## config.mk

```make
export PLATFORM = sky130hd
export DESIGN_NAME = cbld_link_mem
export DESIGN_NICKNAME = d
export VERILOG_FILES = /design/src/rtl/cbld_pkg.sv /design/src/rtl/cbld_link_mem.sv
export SDC_FILE = /design/constraint.sdc
export NUM_CORES = 2
export LEC_CHECK = 0
export BUFFER_PORTS_ARGS = -buffer_cell sky130_fd_sc_hd__buf_2
export CAP_MARGIN = 25
export CELL_PAD_IN_SITES_DETAIL_PLACEMENT = 1
export CELL_PAD_IN_SITES_GLOBAL_PLACEMENT = 1
export CORE_ASPECT_RATIO = 1.4
export CORE_MARGIN = 1
export CORE_UTILIZATION = 56
export DETAILED_ROUTE_END_ITERATION = 16
export PLACE_DENSITY_LB_ADDON = 0.25
export SYNTH_ARGS = -nofsm -noshare
export SYNTH_HDL_FRONTEND = slang
export SYNTH_SLANG_ARGS = --single-unit
```

## constraint.sdc

```tcl
create_clock -name clk_i -period 2.95 [get_ports clk_i]
set_input_delay 0.1475 -clock clk_i [delete_from_list [all_inputs] [get_ports clk_i]]
set_output_delay 0.1475 -clock clk_i [all_outputs]
set_load 0.05 [all_outputs]
```

## src/rtl/cbld_pkg.sv

```systemverilog
// Shared types, request codes and default sizes for the circular list deque.
package cbld_pkg;

  localparam int unsigned NumBufsDefault  = 256;
  localparam int unsigned NumListsDefault = 4;

  // Field widths of the stream words.
  localparam int unsigned ReqW   = 3;
  localparam int unsigned ListW  = 2;
  localparam int unsigned ItemW  = 8;
  localparam int unsigned CountW = 9;

  typedef enum logic [ReqW-1:0] {
    REQ_CLEAR     = 3'd0,
    REQ_PUSH_HEAD = 3'd1,
    REQ_PUSH_TAIL = 3'd2,
    REQ_POP_HEAD  = 3'd3,
    REQ_POP_TAIL  = 3'd4,
    REQ_REMOVE    = 3'd5
  } cbld_req_e;

  // One result word as it leaves the block.
  typedef struct packed {
    logic [CountW-1:0] list_count;
    logic              list_empty;
    logic [ItemW-1:0]  head_after;
    logic              item_valid;
    logic [ItemW-1:0]  item_out;
  } cbld_res_t;

endpackage

```

## src/rtl/cbld_link_mem.sv

```systemverilog
// Link store: one write port, one read port, registered read data.
module cbld_link_mem
  import cbld_pkg::*;
#(
  parameter int unsigned DEPTH = NumBufsDefault,
  parameter int unsigned WIDTH = $clog2(NumBufsDefault)
) (
  input  logic                     clk_i,
  input  logic                     we_i,
  input  logic [$clog2(DEPTH)-1:0] waddr_i,
  input  logic [WIDTH-1:0]         wdata_i,
  input  logic                     re_i,
  input  logic [$clog2(DEPTH)-1:0] raddr_i,
  output logic [WIDTH-1:0]         rdata_o
);

  logic [WIDTH-1:0] mem_q [DEPTH];
  logic [WIDTH-1:0] rdata_q;

  always_ff @(posedge clk_i) begin
    if (we_i) begin
      mem_q[waddr_i] <= wdata_i;
    end
  end

  always_ff @(posedge clk_i) begin
    if (re_i) begin
      rdata_q <= mem_q[raddr_i];
    end
  end

  assign rdata_o = rdata_q;

endmodule
```

==> impl_metrics.csv <==
group,metric,value,unit
clock_tree,cts-htree-levels,4,
timing,setup_ws,0.0724,ns
grt,grt_util_met1,0.398,
power,power_leakage,29.2,nW
drt,detail_route.drc_violations,0,
critical_path,timing.critical_path.required,3.52,ns
timing,hold_slack,-0.000763,ns
timing,timing_hold_violations_final,1,
grt,grt.total_usage,0.315,
timing,max-slew-margin-rel,0.342,
critical_path,crit_slowest_cell,"sky130_fd_sc_hd__nor4_1",
timing,timing.final.max_slew_violations,0,
timing,maxClockFrequency,348,MHz
layout,num-nets-final,4252,
floorplanning,floorplan.die.height,448,µm
place,placement.setup.worst_slack,-0.620,ns
synthesis,postSynthRegisterBits,2056,
drt,routedWlPerCell,35.4,µm
synthesis,synth_area_leaders,"sky130_fd_sc_hd__edfxtp_1, sky130_fd_sc_hd__mux4_2, sky130_fd_sc_hd__mux2i_1",
power,vdd_ir_drop_max,0.000664,V
synthesis,synth_area_leader_cell,"sky130_fd_sc_hd__edfxtp_1",
grt,overflow,0,
synthesis,synth_seq_area_share,0.775,
grt,grt_pass1_vias,43854,
grt,grt_antenna_before_repair,6,
layout,fillerInstances,11418,
clock_tree,worstSkewPairLatency,0.84,ns
timing,final-setup-viol-count,0,
critical_path,cp_max_fo,1,
floorplanning,initial_core_util,0.564,
synthesis,synthDominantCellAreaShare,0.775,
power,pwr_density_cell,657,mW/mm²
floorplanning,floorplan.core_area,0.141,mm²
synthesis,ys_warn_count,0,
drt,dr.pass1.iters,6,
timing,post-route-period-util,0.975,
worst_hold_path,worst_hold_startpoint,"wdata_i[7]",
place,numPortBuffers,34,
critical_path,worst_setup_path_end_kind,"flip-flop",
clock_tree,numCtsBuffers,186,
timing,timing_worst_slew_pin_value,0.984,ns
critical_path,timing.rr.start,"mem_q[83][0]",
critical_path,critPathKind,"reg -> reg",
run,cap_viol_max_count,0,
timing,fin_crit,2.88,ns
floorplanning,die_width,321,µm
worst_hold_path,timing.hold.worst.class,"in -> reg",
drt,detailroute.via_count,41569,
grt,grtUsageMet3,0.0493,
grt,grt_max_degree,110,
grt,met2_capacity_usage_during_global_routing,0.539,
place,place.detailed.hpwl,142000,µm
clock_tree,clock_tree.root_cell,"sky130_fd_sc_hd__clkbuf_16",
critical_path,critPathArrivalTime,3.45,ns
critical_path,timing.critical_path.mode_cell,"sky130_fd_sc_hd__mux4_2",
status,run_status,"finished with violations",
synthesis,syn_inst,3733,
drt,detail-route-antenna-nets,0,
timing,grt_setup_unrepaired,"no",
synthesis,syn-num-nets,3760,
floorplanning,std_cell_rows,163,
grt,global_route_wire_length_before_repair,319000,µm
timing,totalNegativeSetupSlack,0,ns
synthesis,synth-edff-count,2056,
synthesis,post_synth_most_frequent_cells,"sky130_fd_sc_hd__edfxtp_1, sky130_fd_sc_hd__mux4_2, sky130_fd_sc_hd__nor2_1, sky130_fd_sc_hd__mux2i_1, sky130_fd_sc_hd__a22oi_1",
clock_tree,tritoncts,"yes",
drt,detail_route.vias_per_cell,6.63,
critical_path,setup.worst_path.start_class,"flip-flop",
synthesis,synthesis.area,0.0796,mm²
floorplanning,io_pins,35,
critical_path,cp-startpoint,"mem_q[83][0]",
floorplanning,fp.dieArea,0.144,mm²
layout,drive_gt1_frac,0.291,
grt,grt.busiest_layer,"met2",
synthesis,most_instantiated_flip_flop_cell_in_the_synthesis_netlist,"sky130_fd_sc_hd__edfxtp_1",
critical_path,worstRegToRegCells,6,
drt,routed_wirelength,222000,µm
timing,clock_skew,0.0348,ns
clock_tree,clkSlewWorstSetupHoldPaths,0.06,ns
layout,syn2layout_area_growth,15.0,%
worst_hold_path,whs_path_depth,1,
critical_path,cp_slowest_stage_delay,0.78,ns
synthesis,synth_cell_type_count,54,
clock_tree,clock_path_buffers,3,
critical_path,critical_path.cell_chain,"mux4_2 -> mux4_2 -> nor2b_1 -> nor4_1 -> buf_4 -> nor4_2",
synthesis,post-synth-top-count-cell,"sky130_fd_sc_hd__edfxtp_1",
clock_tree,tritoncts_num_sinks,2056,
clock_tree,postCtsSetupRepairBufs,0,
drt,initialDrtViolationCount,4911,
synthesis,asyncSetResetFlopFracSynth,0,
status,failing_checks,"hold timing",
place,gp_routability_congestion,0.869,
synthesis,syn_avg_cell_area,21.3,µm²
-- metrics by stage --
stage | cells | area [µm²] | total power, mW | utilization
floorplan | 3733 | 79600 | 34.5 | -
global placement | 5923 | 85400 | 36.0 | 0.605
detailed placement | 5925 | 85400 | 36.1 | 0.605
CTS | 6266 | 91600 | 60.4 | 0.649
global route | 6267 | 91600 | 61.3 | 0.649
finish | 6269 | 91600 | 60.2 | 0.649
-- power breakdown --
part | switching (mW) | leakage, nW | total [mW] | internal, mW
Sequential | 0.0481 | 18.5 | 32.3 | 32.2
Clock | 10.7 | 2.97 | 24.6 | 13.9
Combinational | 2.09 | 7.78 | 3.32 | 1.23
Total | 12.8 | 29.2 | 60.2 | 47.4
-- repair_timing --
action	in CTS	in global routing
resized for setup	1	0
hold buffers	8	0
setup endpoints to repair	1	0
hold endpoints to repair	505	0
-- flip-flops by register name, summed over array words and instances, names as in the netlist --
name     count
mem_q     2048
rdata_o      8
-- worst max-delay path, delay by kind of cell (launching register included) --
family | cells | cell delay [ns]
multiplexers | 2 | 0.97
flip-flops | 1 | 0.37
buffers and inverters | 1 | 0.26
AND/OR/NAND/NOR | 3 | 1.01
-- cell usage in the layout (no fill, tap or decap), types with 32 or more instances in the layout --
master | synthesis | layout
sky130_fd_sc_hd__a22oi_1 | 133 | 133
sky130_fd_sc_hd__clkinv_1 | 1 | 42
sky130_fd_sc_hd__o221ai_1 | 46 | 46
sky130_fd_sc_hd__nand2_1 | 33 | 33
sky130_fd_sc_hd__mux4_2 | 454 | 454
sky130_fd_sc_hd__nor2_1 | 282 | 279
sky130_fd_sc_hd__buf_12 | 8 | 61
sky130_fd_sc_hd__edfxtp_1 | 2056 | 2056
sky130_fd_sc_hd__a21oi_1 | 96 | 96
sky130_fd_sc_hd__mux2i_1 | 134 | 134
sky130_fd_sc_hd__nand3_1 | 34 | 32
sky130_fd_sc_hd__clkbuf_16 | 0 | 193
sky130_fd_sc_hd__buf_4 | 27 | 434
-- metal layers --
| metal | share of wire | up-vias |
|---|---|---|
| li1 | - | 16640 |
| met5 | 0.00018 | - |
| met1 | 0.36 | 22251 |
| met4 | 0.051 | 6 |
| met2 | 0.51 | 2147 |
| met3 | 0.076 | 525 |
-- final timing paths --
check | endpoint | slack, ns
worst min register to register | rdata_o[2] | 1.22
worst max-delay path | rdata_o[0] | 0.07
worst max register to register | rdata_o[0] | 0.07
worst min-delay path | mem_q[47][7] | -0.0008
-- cells by family after synthesis --
group / Yosys count / share of synthesized area
AO/OA/AOI/OAI: 385 / 0.0342
buffers and inverters: 235 / 0.0183
flip-flops: 2056 / 0.775
multiplexers: 591 / 0.146
AND/OR/NAND/NOR: 466 / 0.0263
-- area by class of cell --
cell class                      instances  area (µm²)  share of cell area
Antenna cell                            2        5.00           0.0000546
Clock buffer                          223        4940              0.0540
Clock inverter                        110        1150              0.0126
Inverter                                2        7.51           0.0000820
Multi-Input combinational cell       1442       16500               0.181
Sequential cell                      2056       61700               0.674
Tap cell                             1897        2370              0.0259
Timing Repair Buffer                  537        4820              0.0527
(Power assumes the default switching activity.)
